$ cat src/rtl/popi_pkg.sv
// ----------------------------------------------------------------------------
// popi_pkg
// Shared types, constants and the quarter-wave sine generator for the planar
// odometry pose integrator.
// ----------------------------------------------------------------------------
`default_nettype none

package popi_pkg;

    localparam int SINE_TABLE_BITS_DEF = 10;

    localparam int DELTA_W = 24;
    localparam int ANGLE_W = 16;
    localparam int TIME_W  = 32;
    localparam int POS_W   = 32;
    localparam int ACC_W   = 48;
    localparam int INC_W   = 34;   // rotated step, Q.16 after rounding

    localparam logic OP_INTEGRATE = 1'b0;
    localparam logic OP_RESET     = 1'b1;

    localparam longint unsigned HALF_PI_Q30 = 64'd1686629713;

    typedef logic signed [15:0]      t_trig;
    typedef logic signed [INC_W-1:0] t_inc;
    typedef logic signed [ACC_W-1:0] t_acc;

    // Q1.15 magnitude of sin(k * pi/2 / 2^qbits); Q30 Taylor series to x^13.
    // Evaluated at elaboration only.
    function automatic logic [14:0] quarter_sine(input int unsigned k,
                                                 input int unsigned qbits);
        longint unsigned x;
        longint unsigned term;
        longint          sum;
        longint          q;
        int              n;
        x    = (longint'(k) * HALF_PI_Q30) >> qbits;
        term = x;
        sum  = longint'(x);
        for (n = 1; n <= 6; n++) begin
            term = (((term * x) >> 30) * x) >> 30;
            case (n)
                1:       term = term / 6;
                2:       term = term / 20;
                3:       term = term / 42;
                4:       term = term / 72;
                5:       term = term / 110;
                default: term = term / 156;
            endcase
            if (n % 2 == 1) begin
                sum = sum - longint'(term);
            end else begin
                sum = sum + longint'(term);
            end
        end
        if (sum < 0) begin
            sum = 0;
        end
        q = (sum + 16384) >>> 15;
        if (q > 32767) begin
            q = 32767;
        end
        return q[14:0];
    endfunction

endpackage

`default_nettype wire

$ cat src/rtl/popi_round.sv
// ----------------------------------------------------------------------------
// popi_round
// Rounds a Q32.16 position to whole millimetres, ties upward, and clamps
// to the signed 32-bit range.
// ----------------------------------------------------------------------------
`default_nettype none

module popi_round import popi_pkg::*; (
    input  wire t_acc                    i_acc,
    output logic signed [POS_W-1:0]      o_pos
);

    localparam logic signed [POS_W:0] P_MAX = (POS_W+1)'({1'b0, {(POS_W-1){1'b1}}});
    localparam logic signed [POS_W:0] P_MIN = {2'b11, {(POS_W-1){1'b0}}};

    logic signed [ACC_W:0] biased;
    logic signed [POS_W:0] p;

    assign biased = (ACC_W+1)'(i_acc) + (ACC_W+1)'(32768);
    assign p      = (POS_W+1)'(biased >>> 16);

    always_comb begin
        if (p > P_MAX) begin
            o_pos = P_MAX[POS_W-1:0];
        end else if (p < P_MIN) begin
            o_pos = P_MIN[POS_W-1:0];
        end else begin
            o_pos = p[POS_W-1:0];
        end
    end

endmodule

`default_nettype wire

$ cat config.mk
export PLATFORM = sky130hd
export DESIGN_NAME = popi_round
export DESIGN_NICKNAME = d
export VERILOG_FILES = /design/src/rtl/popi_pkg.sv /design/src/rtl/popi_round.sv
export SDC_FILE = /design/constraint.sdc
export NUM_CORES = 1
export LEC_CHECK = 0
export BUFFER_PORTS_ARGS = -buffer_cell sky130_fd_sc_hd__buf_4
export CORE_MARGIN = 3
export CORE_UTILIZATION = 36
export DETAILED_ROUTE_END_ITERATION = 8
export PLACE_DENSITY = 0.82
export SETUP_SLACK_MARGIN = 0.4
export SLEW_MARGIN = 25
export SYNTH_ARGS = -nofsm -noshare
export SYNTH_HDL_FRONTEND = slang
export SYNTH_SLANG_ARGS = --single-unit
$ cat constraint.sdc
create_clock -name vclk -period 2.2
set_input_delay 0.44 -clock vclk [all_inputs]
set_output_delay 0.44 -clock vclk [all_outputs]
set_load 0.005 [all_outputs]
==> reports/qor.yml, run 1 <==
start_util_pct: 39.7
yosysTopAreaCell: "xor2_1"
synth_top_cell_area_share_pct: 13.5
status: "aborted with a tool error"
postCtsHoldBufs: 0
pin_count: 80
gp_congestion: 0.853
synth_area_leaders: "xor2_1 13%, nand2_1 11%, nand4_1 10%"
postSynthCellCount: 144
avgSynthCellArea_um2: 6.33
synth.distinct_cells: 33
error_line: "[ERROR DPL-0033] detailed placement checks failed during check placement."
rows: 17
numPortBuffers: 65
cts_resized: 97
cts_setup_buffers: 17
dp.cells: 273
haltStage: "clock tree synthesis"
yosys_warnings: 0
netlist_area_um2: 911
die_h_um: 56.3
yosysSeqAreaShare_pct: 0
syn_nets: 193
fp.dieW_um: 56.3
dpl.hpwl_mm: 3.21
## cell families after synthesis
family | synth area share [%]
buffers and inverters | 2.61
muxes | 4.94
xor gates and xnor gates | 22.1
adders and majority gates | 1.37
and+or+nand+nor | 53.7
AOI/OAI and AO/OA | 15.2
## cell usage after synthesis, drive strengths merged
master	n
o21ai	16
a21oi	1
clkbuf	5
nand3	13
o311ai	1
o31ai	2
nand4	17
nor4	4
o211ai	1
nor3	6
a31oi	1
mux2	4
a21boi	1
xor2	14
a31o	1
nand2	27
and4	3
xnor2	9
or3	2
and3	7
nor2	7
ha	1
inv	1
## metrics by stage
step / worst slack [ns] / hold WS, ns / util [%] / setup TNS, ns / cell area [um^2]
floorplan: 0.0299 / 0.958 / - / 0 / 991
global placement: -0.163 / 1.19 / 77.9 / -0.722 / 1790
detailed placement: -0.204 / 1.20 / 77.9 / -2.68 / 1790
==> run 2, diff against run 1 <==
CORE_AREA = 3 3 64 66   (was unset)
CORE_MARGIN = unset   (was 3)
CORE_UTILIZATION = unset   (was 36)
DIE_AREA = 0 0 67 69   (was unset)
PLACE_DENSITY = unset   (was 0.82)
PLACE_DENSITY_LB_ADDON = 0.15   (was unset)
SETUP_SLACK_MARGIN = unset   (was 0.4)
clock period = 2.85 ns   (was 2.2 ns; I/O delays follow)
==> run 2 against run 1 <==
Synthesized area unchanged. The run now ends clean. Synthesized cell count did not move.
==> reports/qor.yml, run 2 <==
worst_slew_pin_slew_ns: 0.461
start_util_pct: 25.1
yosysTopAreaCell: "xor2_1"
cp_max_fo: 4
netlist_area_um2: 911
yosys_warnings: 0
track_usage_pct: 14.1
ant_nets: 0
die_h_um: 69
yosysSeqAreaShare_pct: 0
hold_path_class: "in2out"
fp.dieW_um: 67
whs_path_depth: 4
grt_use_met2_pct: 24.8
n_clock_buffer: 0
seq_cell_count: 0
hold_path_end: "o_pos[9]"
slew_headroom_pct: 69.1
fin_tns_setup_ns: 0
drc_errors: 0
min_period_ns: 2.78
timing.final.crit_share_pct: 97.4
die_area_mm2: 0.00462
diodes: 0
rows: 22
synth.distinct_cells: 33
seq_area_um2: 0
numPortBuffers: 65
synth_area_leaders: "xor2_1 13%, nand2_1 11%, nand4_1 10%"
wirelength_mm: 3.39
crit_arrival_ns: 2.21
nFillCells: 398
postCtsHoldBufs: 0
place_area_mm2: 0.00154
finalHoldViolations: 0
hp-start: "i_acc[25]"
power_density_mw_per_mm2: 101
postSynthCellCount: 144
pin_count: 80
grt_pass1_wl_mm: 5.53
rsz0062_at_grt: "false"
gp_congestion: 0.816
status: "complete, no violations"
busiest_layer: "met2"
endpoint_kind: "output port"
fin_area_mm2: 0.00158
antenna_found_initial: 0
first_pass_iters: 4
setup_viol: 0
final_layout_size_suffix_gt1_share_pct: 42.7
clock.fmax_ghz: 0.360
yosys.cell_count.top_type: "nand2_1"
drv_cap: 0
synth_top_cell_area_share_pct: 13.5
avgRoutedWirePerCell_um: 12.6
required_ns: 2.28
crit_type: "in2out"
syn_to_final_growth_pct: 73.5
syn_nets: 193
core_area_mm2: 0.00363
slew_viol_final: 0
grtUsageMet3_pct: 0.651
via_per_inst: 5.04
gr-total-overflow: 0
first_global_vias: 1212
dpl.hpwl_mm: 2.89
power.leakage_nw: 0.677
nets: 271
synth_common_cells: "27 x nand2_1, 15 x nand4_1, 15 x o21ai_0, 14 x xor2_1, 12 x nand3_1"
layout_commonest_cell: "buf_4"
grt_max_degree: 19
dr_total_vias: 1350
drt_first_iter_violations: 26
peakVddDrop_mv: 0.0343
grt_use_met1_pct: 19.7
avgSynthCellArea_um2: 6.33
mostFrequentLayoutCells: "79 x buf_4, 27 x nand2_1, 15 x nand4_1, 15 x o21ai_0, 14 x xor2_1"
startpoint_type: "primary input"
-- run 2: cell counts after synthesis --
No cell type changed its count.
-- run 2: layout make-up --
type	count	area [um^2]	share of cell area, %
inverter	1	3.75	0.238
multi-input combinational	138	901	57.0
tap	48	60.1	3.80
timing repair buffer	81	616	39.0
-- run 2: what timing repair did --
action / 4_1_cts / 5_1_grt
setup buffers: 0 / 2
endpoints found under the setup margin: 0 / 1
gates resized for setup: 0 / 5
hold endpoints to repair: 0 / 0
-- run 2: how the worst max path moves through the flow --
| stage | to | slack, ns | start |
|---|---|---|---|
| floorplan | o_pos[23] | 0.32 | i_acc[15] |
| global placement | o_pos[29] | 0.1 | i_acc[34] |
| detailed placement | o_pos[29] | 0.07 | i_acc[34] |
| CTS | o_pos[29] | 0.06 | i_acc[34] |
| global route | o_pos[29] | 0.007 | i_acc[34] |
| finish | o_pos[29] | 0.07 | i_acc[35] |
-- run 2: through the flow --
stage / cells / utilization [%] / worst slack, ns / hold slack, ns / power [mW]
after floorplan: 144 / - / 0.321 / 1.21 / 0.0506
after global placement: 266 / 42.5 / 0.0971 / 1.45 / 0.155
after detailed placement: 266 / 42.5 / 0.0721 / 1.45 / 0.157
after CTS: 266 / 42.5 / 0.0594 / 1.45 / 0.158
after global routing: 268 / 43.5 / 0.00674 / 1.47 / 0.176
final: 268 / 43.5 / 0.0734 / 1.45 / 0.159
-- run 2: cell families after synthesis --
| logic type | count (synthesis) | synth area share, % |
|---|---|---|
| and+or+nand+nor | 86 | 53.7 |
| AOI/OAI and AO/OA | 24 | 15.2 |
| xor gates and xnor gates | 23 | 22.1 |
| buffers and inverters | 6 | 2.61 |
| muxes | 4 | 4.94 |
| adders and majority gates | 1 | 1.37 |
-- run 2: power by group --
group / switching (mW) / total, mW / internal, mW / leakage [nW]
registers: 0 / 0 / 0 / 0
logic: 0.0696 / 0.159 / 0.0895 / 0.677
clock network: 0 / 0 / 0 / 0
total: 0.0696 / 0.159 / 0.0895 / 0.677
-- run 2: critical path, cell delays in order --
cell and delay [ns]:
buf_6 0.09, nand4_4 0.10, or3_4 0.42, nor4_4 0.39
nand4_1 0.17, mux2_4 0.33, buf_4 0.13
-- run 2: per-layer routing --
layer	vias to the layer above	routed length (um)
met4	0	0
met5	-	0
li1	693	-
met1	609	1510
met3	0	246
met2	48	1640
Power figures use the tool's default switching activity.
