**config.mk**
```make
export PLATFORM = sky130hd
export DESIGN_NAME = popi_rotate
export DESIGN_NICKNAME = d
export VERILOG_FILES = /design/src/rtl/popi_pkg.sv /design/src/rtl/popi_rotate.sv
export SDC_FILE = /design/constraint.sdc
export NUM_CORES = 2
export LEC_CHECK = 0
export CAP_MARGIN = 25
export CORE_UTILIZATION = 37
export DETAILED_ROUTE_END_ITERATION = 8
export DONT_BUFFER_PORTS = 1
export PLACE_DENSITY = 0.63
export SLEW_MARGIN = 0
export SYNTH_ARGS = -nofsm -noshare
export SYNTH_HDL_FRONTEND = slang
export SYNTH_SLANG_ARGS = --single-unit
```
**constraint.sdc**
```tcl
create_clock -name vclk -period 7.3
set_clock_uncertainty 0.1 [all_clocks]
set_input_delay 0.365 -clock vclk [all_inputs]
set_output_delay 0.365 -clock vclk [all_outputs]
set_load 0.01 [all_outputs]
```
**src/rtl/popi_pkg.sv**
```systemverilog
// ----------------------------------------------------------------------------
// popi_pkg
// Shared types, constants and the quarter-wave sine generator for the planar
// odometry pose integrator.
// ----------------------------------------------------------------------------
`default_nettype none

package popi_pkg;

    localparam int SINE_TABLE_BITS_DEF = 10;

    localparam int DELTA_W = 24;
    localparam int ANGLE_W = 16;
    localparam int TIME_W  = 32;
    localparam int POS_W   = 32;
    localparam int ACC_W   = 48;
    localparam int INC_W   = 34;   // rotated step, Q.16 after rounding

    localparam logic OP_INTEGRATE = 1'b0;
    localparam logic OP_RESET     = 1'b1;

    localparam longint unsigned HALF_PI_Q30 = 64'd1686629713;

    typedef logic signed [15:0]      t_trig;
    typedef logic signed [INC_W-1:0] t_inc;
    typedef logic signed [ACC_W-1:0] t_acc;

    // Q1.15 magnitude of sin(k * pi/2 / 2^qbits); Q30 Taylor series to x^13.
    // Evaluated at elaboration only.
    function automatic logic [14:0] quarter_sine(input int unsigned k,
                                                 input int unsigned qbits);
        longint unsigned x;
        longint unsigned term;
        longint          sum;
        longint          q;
        int              n;
        x    = (longint'(k) * HALF_PI_Q30) >> qbits;
        term = x;
        sum  = longint'(x);
        for (n = 1; n <= 6; n++) begin
            term = (((term * x) >> 30) * x) >> 30;
            case (n)
                1:       term = term / 6;
                2:       term = term / 20;
                3:       term = term / 42;
                4:       term = term / 72;
                5:       term = term / 110;
                default: term = term / 156;
            endcase
            if (n % 2 == 1) begin
                sum = sum - longint'(term);
            end else begin
                sum = sum + longint'(term);
            end
        end
        if (sum < 0) begin
            sum = 0;
        end
        q = (sum + 16384) >>> 15;
        if (q > 32767) begin
            q = 32767;
        end
        return q[14:0];
    endfunction

endpackage

`default_nettype wire

```
**src/rtl/popi_rotate.sv**
```systemverilog
// ----------------------------------------------------------------------------
// popi_rotate
// Rotates the body-frame step into the world frame and rounds the Q.23
// products to Q.16.
// ----------------------------------------------------------------------------
`default_nettype none

module popi_rotate import popi_pkg::*; (
    input  wire logic signed [DELTA_W-1:0] i_dx,
    input  wire logic signed [DELTA_W-1:0] i_dy,
    input  wire t_trig                     i_sin,
    input  wire t_trig                     i_cos,
    output t_inc                           o_inc_x,
    output t_inc                           o_inc_y
);

    localparam int PROD_W = DELTA_W + 16;

    logic signed [PROD_W-1:0] dx_c, dy_s, dx_s, dy_c;
    logic signed [PROD_W:0]   px, py;

    assign dx_c = PROD_W'(i_dx) * PROD_W'(i_cos);
    assign dy_s = PROD_W'(i_dy) * PROD_W'(i_sin);
    assign dx_s = PROD_W'(i_dx) * PROD_W'(i_sin);
    assign dy_c = PROD_W'(i_dy) * PROD_W'(i_cos);

    // +64 then arithmetic shift: round half up from Q.23 to Q.16
    assign px = (PROD_W+1)'(dx_c) - (PROD_W+1)'(dy_s) + (PROD_W+1)'(64);
    assign py = (PROD_W+1)'(dx_s) + (PROD_W+1)'(dy_c) + (PROD_W+1)'(64);

    assign o_inc_x = INC_W'(px >>> 7);
    assign o_inc_y = INC_W'(py >>> 7);

endmodule

`default_nettype wire

```
# ---- After elaboration in Yosys (flattened, before gate mapping)
# Index checks and enable logic that the tools add are counted.
dict set report op_classes {
  multipliers 4
  n_addsub 4
}
# operator count
set op_table {}
lappend op_table {{$mul A24 B16 Y40} 4}
lappend op_table {{$add A41 B8 Y41 const B} 2}
lappend op_table {{$add A40 B40 Y41} 1}
lappend op_table {{$sub A40 B40 Y41} 1}
dict set report word_totals {
  input_bits 80
  reg_bits 0
  word_cells 8
  output_inout_bits 68
}

# ---- Logic depth before layout (Yosys ltp)
dict set report depth {
  word_depth 3
  ltp_mapped 29
  depth_no_buf 27
}

# ---- Worst setup path before layout
# No wires, ideal clock.
dict set report synth_path {
  kind {input port to output port}
  from {input port i_dy[23]}
  to {output port o_inc_x[33]}
  slack_ns -0.575
  n_path_buf 1
  cell_stages 24
  arrival_ns 7.410
  t_required_ns 6.835
  cell_sequence {clkbuf_1 > nand2_1 > inv_1 > fa_1 > fa_1 > inv_1 > fa_1 > fa_1 > fa_1 > fa_1 > fa_1 > inv_1 > fa_1 > inv_1 > ha_1 > a21o_1 > a221o_1 > a41o_1 > and3_1 > o31ai_2 > nand3b_1 > a31oi_4 > mux2i_1 > nand4_1}
}
dict set report synth_between {
  elab_chain_len 3
}
# element line_no
set synth_lines {}
lappend synth_lines {{start, declared} popi_rotate.sv:10} ;# input wire logic signed [DELTA_W-1:0] i_dy,
lappend synth_lines {{$mul A24 B16 Y40} popi_rotate.sv:23} ;# assign dy_s = PROD_W'(i_dy) * PROD_W'(i_sin);
lappend synth_lines {{$sub A40 B40 Y41} popi_rotate.sv:28} ;# assign px = (PROD_W+1)'(dx_c) - (PROD_W+1)'(dy_s) + (PROD_W+1)'(64);
lappend synth_lines {{$add A41 B8 Y41} popi_rotate.sv:28}
lappend synth_lines {{end, declared} popi_rotate.sv:13} ;# output t_inc o_inc_x,
# No other way between the ends.

# ---- Worst setup path after layout
dict set report layout_path {
  from {input port i_cos[13]}
  to {output port o_inc_x[26]}
}
dict set report layout_between {
  elab_chain_len 3
}
# element line_no
set layout_lines {}
lappend layout_lines {{start, declared} popi_rotate.sv:12} ;# input wire t_trig i_cos,
lappend layout_lines {{$mul A24 B16 Y40} popi_rotate.sv:22} ;# assign dx_c = PROD_W'(i_dx) * PROD_W'(i_cos);
lappend layout_lines {{$sub A40 B40 Y41} popi_rotate.sv:28}
lappend layout_lines {{$add A41 B8 Y41} popi_rotate.sv:28}
# No other way between the ends.

==> flow_summary_export.csv <==
group,metric,value,unit
outcome,outcome,"finished with violations",
outcome,violations,"setup timing",
floorplan,rows,141,
drt,vias,37886,
drt,drc,0,
drt,drt_first_pass_iters,6,
floorplan,die_w,388,um
timing,fmax,0.131,GHz
min_path,hp-class,"in2out",
final_layout,register_area,0,um2
place,port-buffer-count,0,
timing,worst_pin_slew,0.601,ns
timing,finalMaxSlewViolations,0,
final_layout,stdcell_count,7890,
floorplan,die_area,151000,um2
final_layout,fill_cells,14530,
synthesis,synthTopCellsByCount,"1,734 x inv_1, 1,653 x fa_1, 882 x nand2_1",
place,gp_congestion,0.839,
timing,slew_headroom,59.4,%
timing,hold_viol_final,0,
drt,via_per_inst,4.80,
critical_path,cpMaxStageDelayCell,"fa_1",
min_path,hold_start,"i_sin[0]",
synthesis,synthCells,5965,
critical_path,crit_top_cell,"fa_1",
timing,rsz0062_at_grt,"yes",
final_layout,multi_input_area,48800,um2
final_layout,drive_gt1_share,8.79,%
synthesis,synth_most_common_cell,"inv_1",
floorplan,ios,148,
floorplan,die_h,388,um
drt,postRouteAntennaNets,0,
global_route,grt_pass1_wl,228000,um
global_route,grt_pass1_vias,42855,
critical_path,cp_data_required_time,6.84,ns
min_path,hold_end,"o_inc_y[0]",
critical_path,cp.depth,26,
timing,finalWorstSetupSlack,-0.359,ns
critical_path,cpPeakStageDelay,0.58,ns
synthesis,yosysUniqueCellTypes,59,
synthesis,synthAdderAreaFrac,67.8,%
critical_path,cp_num_buf_inv,8,
floorplan,initial_core_util,37.3,%
drt,avgRoutedWirePerCell,17.3,um
flow_run,max_cap_viol_count,0,
place,hpwl,107000,um
floorplan,coreArea,148000,um2
timing,setup_viol,25,
clock_network,ctsHoldBuffers,0,
drt,drt-total-wl,137000,um
critical_path,cpLargestDelayFamily,"adder cells",
critical_path,critPathArrivalTime,7.19,ns
synthesis,ys_seq_area_share,0,%
synthesis,yosys.area_share.xor_xnor,1.62,%
final_layout,nets,8040,
critical_path,path_class,"in2out",
place,place_ws,-0.491,ns
global_route,overflow,0,
final_layout,nClkBuffers,0,
synthesis,ys_warn_count,0,
global_route,antenna_found_initial,0,
min_path,min_delay_path_depth,4,
synthesis,synthTopCellsByArea,"fa_1 60%, inv_1 12%, ha_1 7.8%",
synthesis,syn_area,55100,um2
timing,period_share,105,%
synthesis,synth-compound-area-share,2.11,%
place,place_inst,7857,
global_route,grt_use_total,19.0,%
timing,finalCriticalPeriod,7.66,ns
final_layout,area_growth,9.08,%
synthesis,synthSimpleGateAreaFrac,14.5,%
drt,drt_iter0_markers,1999,
synthesis,yosys.area.top_type_share,60.0,%
final_layout,diodes,0,
synthesis,synth_top_area_cell,"fa_1",
critical_path,cp-end-kind,"output pin",
synthesis,synth_top_family_by_area,"adder cells",
synthesis,avgSynthCellArea,9.24,um2
synthesis,synth_nets,8043,
critical_path,critPathLaunchType,"input pin",
critical_path,worst-path-max-fanout,48,
final_layout,design.seq.count,0,
synthesis,muxShareOfSynthArea,0.0182,%
global_route,grt_max_degree,51,
-- kinds of logic (layout without fill, tap and decap cells) --
family | Yosys count | count (layout)
buffers and inverters | 2041 | 2036
XOR/XNOR | 102 | 102
adder cells (fa/ha/maj) | 1998 | 1998
multiplexers | 1 | 1
AND/OR/NAND/NOR | 1658 | 1658
AO/OA/AOI/OAI | 165 | 165
-- through the flow --
step | setup TNS (ns) | hold slack (ns) | instance area, um2 | utilization (%)
after global routing | -12.13 | 1.31 | 60100 | 40.7
final | -5.03 | 1.22 | 60100 | 40.7
after global placement | -10.76 | 1.19 | 58700 | 39.7
after detailed placement | -12.34 | 1.24 | 58700 | 39.7
after CTS | -4.49 | 1.24 | 59400 | 40.2
after floorplan | -0.207 | 1.06 | 55600 | -
-- metal layers --
metal  vias up  part of all wire, %  global-route usage, %
met5         -                    0                      0
met4         0                  2.7                   3.93
met3       171                  6.5                   2.45
met2      1160                   51                   33.6
met1     20057                   40                   24.9
li1      16498                    -                      -
-- how the worst max path moves through the flow --
stage	from	slack [ns]	end
after floorplan	i_cos[2]	-0.08	o_inc_x[32]
after global placement	i_dx[5]	-0.46	o_inc_x[27]
after detailed placement	i_dx[6]	-0.49	o_inc_x[27]
after CTS	i_cos[2]	-0.34	o_inc_x[27]
after global routing	i_cos[12]	-0.63	o_inc_x[19]
final	i_cos[13]	-0.36	o_inc_x[26]
-- cell usage in the layout (no fill, tap or decap), types with 5 or more instances in the layout --
cell type and instances:
xor2_1 18, nand2_2 5, fa_1 1632, inv_2 27
nand2_1 872, o21a_1 12, a21o_1 31, xnor2_2 8
fa_2 21, nand2b_1 42, nor2_2 5, nand4_1 6
buf_4 266, inv_1 1702, ha_4 30, o21ai_0 11
ha_1 313, clkinvlp_4 5, and2_4 24, a31oi_4 5
nor3_1 7, nand3_1 6, o21ai_1 7, a21oi_1 23
buf_12 5, nor2_1 52, buf_6 29, o21ai_2 9
nor2b_1 43, o21bai_1 6, a21oi_4 5, xnor2_1 65
xnor2_4 6, a21oi_2 15, and2_1 560, o211ai_1 6
-- cell type report --
type | count | area share, %
Inverter | 1735 | 10.9
Timing Repair Buffer | 301 | 4.05
Multi-Input combinational cell | 3924 | 81.1
Tap cell | 1930 | 4.01
-- timing repair --
item / CTS / global route
pin swaps: 116 / 145
setup buffers: 16 / 23
setup endpoints to repair: 39 / 49
gates resized for setup: 123 / 128
Power is not shown: default switching activity piles up to over one toggle a cycle in this logic, so the estimate is an artifact.
